**src/rtl/poi_pkg.sv**
```systemverilog
// shared constants, types and the arctangent table for the odometry integrator
`default_nettype none
package poi_pkg;

   // cordic setup
   localparam int CORDIC_STEPS = 16;
   localparam int CNT_W = 5;
   localparam logic signed [32:0] CORDIC_GAIN = 33'sd652032874;
   localparam logic signed [31:0] UNIT_POS = 32'sd1073741824;
   localparam logic signed [31:0] UNIT_NEG = -32'sd1073741824;

   // radians (2^-28) to binary angle scale, Q30
   localparam logic [31:0] RAD_TO_BAM = 32'd2734261102;

   // request field widths
   localparam int TIME_W = 16;
   localparam int VEL_W = 16;
   localparam int POS_W = 32;
   localparam int ANG_W = 32;
   localparam int QUAT_W = 16;

   // sequencer states
   typedef enum logic [7:0] {
      ST_IDLE  = 8'b0000_0001,
      ST_ROT   = 8'b0000_0010,
      ST_VMUL  = 8'b0000_0100,
      ST_DMUL  = 8'b0000_1000,
      ST_HWAIT = 8'b0001_0000,
      ST_UPD   = 8'b0010_0000,
      ST_QUAT  = 8'b0100_0000,
      ST_FIN   = 8'b1000_0000
   } state_type;

   // heading path phases
   typedef enum logic [2:0] {
      HP_RATE = 3'b001,
      HP_SCALE = 3'b010,
      HP_DONE = 3'b100
   } hphase_type;

   // arctangent of 2^-i in binary angle units
   function automatic logic [31:0] atan_bam(input logic [4:0] idx);
      logic [31:0] r;
      case (idx)
         5'd0: r = 32'd536870912;
         5'd1: r = 32'd316933406;
         5'd2: r = 32'd167458907;
         5'd3: r = 32'd85004756;
         5'd4: r = 32'd42667331;
         5'd5: r = 32'd21354465;
         5'd6: r = 32'd10679838;
         5'd7: r = 32'd5340245;
         5'd8: r = 32'd2670163;
         5'd9: r = 32'd1335087;
         5'd10: r = 32'd667544;
         5'd11: r = 32'd333772;
         5'd12: r = 32'd166886;
         5'd13: r = 32'd83443;
         5'd14: r = 32'd41722;
         5'd15: r = 32'd20861;
         5'd16: r = 32'd10430;
         5'd17: r = 32'd5215;
         5'd18: r = 32'd2608;
         5'd19: r = 32'd1304;
         5'd20: r = 32'd652;
         5'd21: r = 32'd326;
         5'd22: r = 32'd163;
         5'd23: r = 32'd81;
         5'd24: r = 32'd41;
         5'd25: r = 32'd20;
         5'd26: r = 32'd10;
         5'd27: r = 32'd5;
         5'd28: r = 32'd3;
         5'd29: r = 32'd1;
         5'd30: r = 32'd1;
         default: r = 32'd0;
      endcase
      return r;
   endfunction

endpackage
`default_nettype wire

```
**src/rtl/planar_odometry_integrator.sv**
```systemverilog
// planar dead-reckoning odometry integrator with iterative cordic and serial multipliers
//
// Request channel (req_*): time step and body-frame velocities, accepted when
// req_valid is high and req_stall is low. The block takes one request at a time.
// Response channel (rsp_*): world position, heading binary angle and the
// half-angle quaternion z and w terms, one response per request.
// Each request runs, from acceptance to a valid response: a cordic rotation
// on the old heading (one micro-rotation a cycle), a bit-serial velocity
// rotate and time scale while the heading delta is formed bit-serially in
// parallel, a wait state until the heading delta is done, an update state, a
// second cordic on the half heading for the quaternion and a final state that
// loads the output register.
// The next request can be taken in the cycle after the output register is loaded.
// The response sits in an output register, so a new request is taken while an
// earlier response is still stalled; a finished request waits at the end of its
// sequence until the output register is free.
// Reset (synchronous, active high) clears position and heading to zero and
// empties the output register.
`default_nettype none
module planar_odometry_integrator (
   input  wire logic                                clock,
   input  wire logic                                reset,
   input  wire logic                                req_valid,
   output logic                                     req_stall,
   input  wire logic [poi_pkg::TIME_W-1:0]          req_step_time,
   input  wire logic signed [poi_pkg::VEL_W-1:0]    req_body_vel_x,
   input  wire logic signed [poi_pkg::VEL_W-1:0]    req_body_vel_y,
   input  wire logic signed [poi_pkg::VEL_W-1:0]    req_yaw_rate,
   output logic                                     rsp_valid,
   input  wire logic                                rsp_stall,
   output logic signed [poi_pkg::POS_W-1:0]         rsp_world_x,
   output logic signed [poi_pkg::POS_W-1:0]         rsp_world_y,
   output logic [poi_pkg::ANG_W-1:0]                rsp_heading_angle,
   output logic signed [poi_pkg::QUAT_W-1:0]        rsp_quat_z,
   output logic signed [poi_pkg::QUAT_W-1:0]        rsp_quat_w
);
   import poi_pkg::*;

   state_type state_ff, state_in;
   hphase_type hph_ff, hph_in;
   logic [CNT_W-1:0] cnt_ff, cnt_in;
   logic [CNT_W-1:0] hcnt_ff, hcnt_in;

   // latched request
   logic [TIME_W-1:0] dt_ff, dt_in;
   logic signed [VEL_W-1:0] vx_ff, vx_in, vy_ff, vy_in;
   logic wneg_ff, wneg_in;
   logic [VEL_W-1:0] wabs_ff, wabs_in;

   // pose state
   logic signed [POS_W-1:0] posx_ff, posx_in, posy_ff, posy_in;
   logic [ANG_W:0] head_ff, head_in;

   // cordic unit
   logic signed [32:0] cx_ff, cx_in, cy_ff, cy_in, cz_ff, cz_in;
   logic cflip_ff, cflip_in;

   // serial accumulators
   logic signed [48:0] acca_ff, acca_in, accb_ff, accb_in;
   logic signed [64:0] dx_ff, dx_in, dy_ff, dy_in;
   logic [30:0] hmag_ff, hmag_in;
   logic [62:0] hprod_ff, hprod_in;

   // output register
   logic rsp_valid_ff, rsp_valid_in;
   logic signed [POS_W-1:0] ox_ff, ox_in, oy_ff, oy_in;
   logic [ANG_W-1:0] oh_ff, oh_in;
   logic signed [QUAT_W-1:0] oz_ff, oz_in, ow_ff, ow_in;

   logic req_acc;
   logic signed [31:0] cos_val, sin_val;
   logic signed [32:0] xs, ys;
   logic signed [31:0] xc, yc;
   logic [31:0] ld_ang, ld_adj;
   logic ld_flip;
   logic [3:0] bidx;
   logic signed [48:0] ta, tb, ec, es;
   logic signed [64:0] rx, ry;
   logic signed [33:0] sumx, sumy;
   logic [32:0] dh;
   logic signed [32:0] qwr, qzr;
   logic last_rot;

   assign req_stall = (state_ff != ST_IDLE);
   assign req_acc = req_valid && !req_stall;
   assign rsp_valid = rsp_valid_ff;
   assign rsp_world_x = ox_ff;
   assign rsp_world_y = oy_ff;
   assign rsp_heading_angle = oh_ff;
   assign rsp_quat_z = oz_ff;
   assign rsp_quat_w = ow_ff;

   // cordic micro-rotation and result clamp
   always_comb begin
      xs = cx_ff >>> cnt_ff;
      ys = cy_ff >>> cnt_ff;
      if (cx_ff > 33'(UNIT_POS)) begin
         xc = UNIT_POS;
      end else if (cx_ff < 33'(UNIT_NEG)) begin
         xc = UNIT_NEG;
      end else begin
         xc = cx_ff[31:0];
      end
      if (cy_ff > 33'(UNIT_POS)) begin
         yc = UNIT_POS;
      end else if (cy_ff < 33'(UNIT_NEG)) begin
         yc = UNIT_NEG;
      end else begin
         yc = cy_ff[31:0];
      end
      cos_val = cflip_ff ? -xc : xc;
      sin_val = cflip_ff ? -yc : yc;
      last_rot = (cnt_ff == CNT_W'(CORDIC_STEPS - 1));
   end

   // cordic load from a binary angle, quadrant fold
   always_comb begin
      ld_ang = (state_ff == ST_UPD) ? head_in[32:1] : head_ff[31:0];
      ld_flip = (ld_ang[31:30] == 2'b01) || (ld_ang[31:30] == 2'b10);
      ld_adj = ld_flip ? (ld_ang - 32'h8000_0000) : ld_ang;
   end

   // serial multiply terms
   always_comb begin
      bidx = cnt_ff[3:0];
      ec = 49'(cos_val);
      es = 49'(sin_val);
      ta = (vx_ff[bidx] ? ec : 49'sd0) - (vy_ff[bidx] ? es : 49'sd0);
      tb = (vx_ff[bidx] ? es : 49'sd0) + (vy_ff[bidx] ? ec : 49'sd0);
      if (bidx == 4'd15) begin
         ta = -ta;
         tb = -tb;
      end
   end

   // rounding, saturation and heading delta
   always_comb begin
      rx = (dx_ff + 65'sd2199023255552) >>> 42;
      ry = (dy_ff + 65'sd2199023255552) >>> 42;
      sumx = 34'(posx_ff) + rx[33:0];
      sumy = 34'(posy_ff) + ry[33:0];
      dh = 33'((hprod_ff + 63'd536870912) >> 30);
      qwr = (33'(cos_val) + 33'sd32768) >>> 16;
      qzr = (33'(sin_val) + 33'sd32768) >>> 16;
   end

   // sequencer and datapath
   always_comb begin
      state_in = state_ff;
      cnt_in = cnt_ff;
      hph_in = hph_ff;
      hcnt_in = hcnt_ff;
      dt_in = dt_ff;
      vx_in = vx_ff;
      vy_in = vy_ff;
      wneg_in = wneg_ff;
      wabs_in = wabs_ff;
      posx_in = posx_ff;
      posy_in = posy_ff;
      head_in = head_ff;
      cx_in = cx_ff;
      cy_in = cy_ff;
      cz_in = cz_ff;
      cflip_in = cflip_ff;
      acca_in = acca_ff;
      accb_in = accb_ff;
      dx_in = dx_ff;
      dy_in = dy_ff;
      hmag_in = hmag_ff;
      hprod_in = hprod_ff;
      rsp_valid_in = rsp_valid_ff && rsp_stall;
      ox_in = ox_ff;
      oy_in = oy_ff;
      oh_in = oh_ff;
      oz_in = oz_ff;
      ow_in = ow_ff;

      // heading update needs the new angle before the quaternion load
      if (state_ff == ST_UPD) begin
         head_in = wneg_ff ? (head_ff - dh) : (head_ff + dh);
      end

      // cordic micro-rotation
      if (state_ff == ST_ROT || state_ff == ST_QUAT) begin
         if (!cz_ff[32]) begin
            cx_in = cx_ff - ys;
            cy_in = cy_ff + xs;
            cz_in = cz_ff - 33'(atan_bam(cnt_ff));
         end else begin
            cx_in = cx_ff + ys;
            cy_in = cy_ff - xs;
            cz_in = cz_ff + 33'(atan_bam(cnt_ff));
         end
      end

      // heading delta, bit-serial, msb first
      case (hph_ff)
         HP_RATE: begin
            hmag_in = {hmag_ff[29:0], 1'b0}
               + (dt_ff[hcnt_ff[3:0]] ? 31'(wabs_ff) : 31'd0);
            if (hcnt_ff == '0) begin
               hph_in = HP_SCALE;
               hcnt_in = CNT_W'(30);
               hprod_in = '0;
            end else begin
               hcnt_in = hcnt_ff - 1'b1;
            end
         end
         HP_SCALE: begin
            hprod_in = {hprod_ff[61:0], 1'b0}
               + (hmag_ff[hcnt_ff] ? 63'(RAD_TO_BAM) : 63'd0);
            if (hcnt_ff == '0) begin
               hph_in = HP_DONE;
            end else begin
               hcnt_in = hcnt_ff - 1'b1;
            end
         end
         default: begin
            hph_in = hph_ff;
         end
      endcase

      case (state_ff)
         ST_IDLE: begin
            if (req_acc) begin
               dt_in = req_step_time;
               vx_in = req_body_vel_x;
               vy_in = req_body_vel_y;
               wneg_in = req_yaw_rate[VEL_W-1];
               wabs_in = req_yaw_rate[VEL_W-1] ? (~req_yaw_rate + 1'b1) : req_yaw_rate;
               hph_in = HP_RATE;
               hcnt_in = CNT_W'(15);
               hmag_in = '0;
               cx_in = CORDIC_GAIN;
               cy_in = '0;
               cz_in = {ld_adj[31], ld_adj};
               cflip_in = ld_flip;
               cnt_in = '0;
               state_in = ST_ROT;
            end
         end
         ST_ROT: begin
            if (last_rot) begin
               cnt_in = CNT_W'(15);
               acca_in = '0;
               accb_in = '0;
               state_in = ST_VMUL;
            end else begin
               cnt_in = cnt_ff + 1'b1;
            end
         end
         ST_VMUL: begin
            acca_in = {acca_ff[47:0], 1'b0} + ta;
            accb_in = {accb_ff[47:0], 1'b0} + tb;
            if (cnt_ff == '0) begin
               cnt_in = CNT_W'(15);
               dx_in = '0;
               dy_in = '0;
               state_in = ST_DMUL;
            end else begin
               cnt_in = cnt_ff - 1'b1;
            end
         end
         ST_DMUL: begin
            dx_in = {dx_ff[63:0], 1'b0} + (dt_ff[bidx] ? 65'(acca_ff) : 65'sd0);
            dy_in = {dy_ff[63:0], 1'b0} + (dt_ff[bidx] ? 65'(accb_ff) : 65'sd0);
            if (cnt_ff == '0) begin
               state_in = ST_HWAIT;
            end else begin
               cnt_in = cnt_ff - 1'b1;
            end
         end
         ST_HWAIT: begin
            if (hph_ff == HP_DONE) begin
               state_in = ST_UPD;
            end
         end
         ST_UPD: begin
            if (sumx > 34'sd2147483647) begin
               posx_in = 32'sh7FFF_FFFF;
            end else if (sumx < -34'sd2147483648) begin
               posx_in = 32'sh8000_0000;
            end else begin
               posx_in = sumx[31:0];
            end
            if (sumy > 34'sd2147483647) begin
               posy_in = 32'sh7FFF_FFFF;
            end else if (sumy < -34'sd2147483648) begin
               posy_in = 32'sh8000_0000;
            end else begin
               posy_in = sumy[31:0];
            end
            cx_in = CORDIC_GAIN;
            cy_in = '0;
            cz_in = {ld_adj[31], ld_adj};
            cflip_in = ld_flip;
            cnt_in = '0;
            state_in = ST_QUAT;
         end
         ST_QUAT: begin
            if (last_rot) begin
               state_in = ST_FIN;
            end else begin
               cnt_in = cnt_ff + 1'b1;
            end
         end
         ST_FIN: begin
            if (!rsp_valid_ff || !rsp_stall) begin
               rsp_valid_in = 1'b1;
               ox_in = posx_ff;
               oy_in = posy_ff;
               oh_in = head_ff[31:0];
               ow_in = qwr[15:0];
               oz_in = qzr[15:0];
               state_in = ST_IDLE;
            end
         end
         default: begin
            state_in = ST_IDLE;
         end
      endcase
   end

   // control registers
   always_ff @(posedge clock) begin
      if (reset) begin
         state_ff <= ST_IDLE;
         hph_ff <= HP_DONE;
         cnt_ff <= '0;
         hcnt_ff <= '0;
         posx_ff <= '0;
         posy_ff <= '0;
         head_ff <= '0;
         rsp_valid_ff <= 1'b0;
      end else begin
         state_ff <= state_in;
         hph_ff <= hph_in;
         cnt_ff <= cnt_in;
         hcnt_ff <= hcnt_in;
         posx_ff <= posx_in;
         posy_ff <= posy_in;
         head_ff <= head_in;
         rsp_valid_ff <= rsp_valid_in;
      end
   end

   // payload registers
   always_ff @(posedge clock) begin
      dt_ff <= dt_in;
      vx_ff <= vx_in;
      vy_ff <= vy_in;
      wneg_ff <= wneg_in;
      wabs_ff <= wabs_in;
      cx_ff <= cx_in;
      cy_ff <= cy_in;
      cz_ff <= cz_in;
      cflip_ff <= cflip_in;
      acca_ff <= acca_in;
      accb_ff <= accb_in;
      dx_ff <= dx_in;
      dy_ff <= dy_in;
      hmag_ff <= hmag_in;
      hprod_ff <= hprod_in;
      ox_ff <= ox_in;
      oy_ff <= oy_in;
      oh_ff <= oh_in;
      oz_ff <= oz_in;
      ow_ff <= ow_in;
   end

endmodule
`default_nettype wire
```
**config.mk**
```make
export PLATFORM = sky130hd
export DESIGN_NAME = planar_odometry_integrator
export DESIGN_NICKNAME = d
export VERILOG_FILES = /design/src/rtl/poi_pkg.sv /design/src/rtl/planar_odometry_integrator.sv
export SDC_FILE = /design/constraint.sdc
export NUM_CORES = 2
export LEC_CHECK = 0
export BUFFER_PORTS_ARGS = -buffer_cell sky130_fd_sc_hd__clkbuf_2
export CAP_MARGIN = 20
export CORE_MARGIN = 5
export CORE_UTILIZATION = 42
export DETAILED_ROUTE_END_ITERATION = 6
export PLACE_DENSITY = 0.55
export SLEW_MARGIN = 10
export SYNTH_ARGS = -nofsm -noshare
export SYNTH_HDL_FRONTEND = slang
export SYNTH_SLANG_ARGS = --single-unit
export TNS_END_PERCENT = 1
```
**constraint.sdc**
```tcl
create_clock -name clock -period 14.4 [get_ports clock]
set_input_delay 2.88 -clock clock [delete_from_list [all_inputs] [get_ports clock]]
set_output_delay 2.88 -clock clock [all_outputs]
set_load 0.02 [all_outputs]
```
==> flow_summary.ini <==
[setup_path]
rr_endpoint = accb_ff[48]$_SDFFCE_PN0P_
rr_startpoint = cx_ff[2]$_DFF_P_
cp_max_fo = 29
cp_slowest_cell = a2111oi_0
critPathKind = reg2reg
cp-end-kind = flop
r2r_slack_ns = 3.09
worstPathRequired_ns = 14.85
critPathLaunchType = flop
r2r_cells = 33
timing.critical_path.arrival_ns = 11.76
crit_path_frequent_cell = a21o_1
cp_slowest_stage_delay_ns = 0.80
crit_family = compound AO/OA/AOI/OAI gates
path_buf_inv = 0

[power]
switching_share_pct = 46.36
power.internal_uw = 7328
clkPwrFrac_pct = 18.3
p_leak_uw = 0.03008
seq_power_share_pct = 18.9
p_per_area_nw_per_um2 = 181.8
combPwrFrac_pct = 62.8
peakVddDrop_mv = 0.1265
p_switching_uw = 6333

[layout]
fin_cells = 10342
fin_nets = 8705
layout-drive-gt1-share_pct = 8.222
final_util_pct = 46.06
syn2layout_area_growth_pct = 8.855

[floorplan]
fp.dieH_um = 415.4
num_io_pins = 198
die_w_um = 415.4
fp.coreArea_um2 = 163100
rows = 148
die_area_um2 = 172600
initial_utilization_pct = 42.32

[sta]
slew_headroom_pct = 18.54
max_freq_mhz = 88.43
finalCriticalPeriod_ns = 11.31
setup_viol = 0
tightest_slew_ns = 1.191
finalSetupTns_ns = 0
whs_ns = 0.4693
hold_violations = 0
rsz0062_at_grt = false
slew_viol_final = 0
clock-skew-final_ns = 0.04648
min_period_over_period_pct = 78.53

[yosys]
ys_ff_latch = 763
yosysSeqAreaShare_pct = 29.14
yosys-top-cells-area = edfxtp_1 (21%), ha_1 (9.9%), dfxtp_1 (8.1%), xnor2_1 (5.7%), a21oi_1 (5.3%)
synth.distinct_cells = 99
synth_area_leader_cell = edfxtp_1
avgSynthCellArea_um2 = 8.517
yosys_warnings = 0
async_reset_ff_share_pct = 0
synth_edf_count = 484
syn_area_um2 = 69040
syn_inst = 8106
synth.top_cell.area_share_pct = 21.05
synthMostInstantiatedCell = nor2_1
synth_common_cells = nor2_1 (846), a21oi_1 (737), nand2_1 (671)
synth_ff_type = edfxtp_1
synth_nets = 8732

[placement]
routabilityCongestion = 0.9387
numPortBuffers = 197
dp.cells = 10158
dp_hpwl_um = 153700

[global_routing]
grt_use_total_pct = 22.74
grt_pass1_vias = 58314
overflow = 0
busiest_layer = met2
use_met1_pct = 30.82
grt_util_met3_pct = 2.666
use_met2_pct = 38.02
grt_max_degree = 143
grt_pass1_wl_um = 323900
antenna_found_initial = 4

[clock_tree]
cts.sinks = 763
clock-root-buffer = clkbuf_16
hold_buffers = 0
cts_setup_buffers = 0
h-tree-depth = 3
cts_tree = built
cts_resized = 0
cts_buffer_depth = 3
insertion_delay_ns = 0.75
clkTransAtPathRegs_ns = 0.06
cts_buffers = 94

[route]
vias = 60450
drtPass1Iterations = 5
vias_per_cell = 5.845
drc = 0
wl_per_cell_um = 19.73
final_antenna_net_count = 0
wl_um = 204100
drt-initial-drc-count = 4735

[hold_path]
holdCritPathClass = reg2reg
min-delay-start = hmag_ff[14]$_DFF_P_
worstHoldPathCells = 2
worstHoldEndpoint = hmag_ff[14]$_DFF_P_

[outcome]
status = finished, final reports clean

[run]
cap_viol_max_count = 0
-- how the worst max path moves through the flow --
stage | startpoint | endpoint | slack (ns) | cells after the start
after floorplan | cnt_ff[1]$_SDFFE_PP0P_ | dx_ff[0]$_SDFFCE_PN0P_ | 2.25 | 12
after global placement | cx_ff[3]$_DFF_P_ | accb_ff[48]$_SDFFCE_PN0P_ | 3.40 | 33
after detailed placement | cx_ff[3]$_DFF_P_ | accb_ff[48]$_SDFFCE_PN0P_ | 3.31 | 33
after CTS | cx_ff[2]$_DFF_P_ | accb_ff[48]$_SDFFCE_PN0P_ | 3.30 | 33
after global routing | cx_ff[2]$_DFF_P_ | accb_ff[48]$_SDFFCE_PN0P_ | 2.11 | 33
final | cx_ff[2]$_DFF_P_ | accb_ff[48]$_SDFFCE_PN0P_ | 3.09 | 33
-- registers in the layout, indices dropped and copies added (netlist names), 31 cells and up, named ones only --
| register | flops |
|---|---|
| posy_ff | 32 |
| dy_ff | 65 |
| rsp_heading_angle | 32 |
| cx_ff | 33 |
| cz_ff | 33 |
| dx_ff | 65 |
| hmag_ff | 31 |
| rsp_world_y | 32 |
| posx_ff | 32 |
| rsp_world_x | 32 |
| accb_ff | 49 |
| hprod_ff | 62 |
| acca_ff | 49 |
| head_ff | 33 |
| cy_ff | 33 |
-- area by class of cell --
cell class / instances / area (um^2)
inverters: 234 / 880.8
repair buffers: 281 / 1644
multi-input cells: 6705 / 46500
clock buffers: 114 / 2532
flip-flops and latches: 763 / 20140
clock inverters: 64 / 715.7
well taps: 2175 / 2721
fillers: 15889 / 87990
diodes: 6 / 15.01
-- worst min-delay path: cells and delay by family, from the launching register on --
kind,cells,cell delay [ns]
AOI/OAI and AO/OA,1,0.05
DFF,1,0.32
and+or+nand+nor,1,0.06
-- layout by cell type, fill, tap and decap left out, drive strengths merged, types with 27 or more instances in the layout --
cell / instances
mux2: 27
mux2i: 78
clkinv: 41
nor3: 180
xnor2: 451
xor2: 343
o31ai: 58
and4: 36
nor2: 846
nor2b: 113
inv: 236
o211ai: 65
mux4: 123
dfxtp: 279
o21bai: 94
o21ai: 454
buf: 85
nand2: 671
or3: 64
a21oi: 737
nor4: 39
or2: 36
nand4: 83
or4: 33
o21a: 77
and3: 127
nand2b: 113
ha: 544
nand3: 187
edfxtp: 484
a21o: 267
clkbuf: 310
and2: 178
a31oi: 101
a211oi: 139
-- cells by family (layout without fill, tap and decap cells) --
family,Yosys count,after routing,share of synthesized area [%]
fa+ha+maj,569,569,10.42
xor+xnor,794,794,10.07
mux,228,228,5.693
compound gates,2338,2338,21.56
other cells,0,6,0
flops,763,763,29.14
buf+inv,638,693,3.670
simple gates,2776,2776,19.43
-- power by group through the flow --
| stage | combinational, uW | clock [uW] | sequential [uW] |
|---|---|---|---|
| 2_1_floorplan | 6560 | 0 | 2520 |
| 3_5_place_dp | 8450 | 0 | 2620 |
| 4_1_cts | 8510 | 2590 | 2580 |
| 6_report | 8580 | 2500 | 2580 |
| 5_1_grt | 9470 | 2680 | 2600 |
| 3_3_place_gp | 8410 | 0 | 2620 |
-- layer usage --
layer	up-vias	routed length, um
li1	29852	-
met1	28762	92940
met2	1537	95000
met3	299	9925
met4	0	6203
met5	-	0
-- through the flow --
stage          setup WS (ns)  total power (uW)  instance area (um^2)
2_1_floorplan          2.253              9084                 69040
3_3_place_gp           3.404             11030                 71890
3_5_place_dp           3.315             11080                 71890
4_1_cts                3.296             13670                 75130
5_1_grt                2.113             14740                 75140
6_report               3.092             13660                 75150
(Power assumes the default switching activity.)
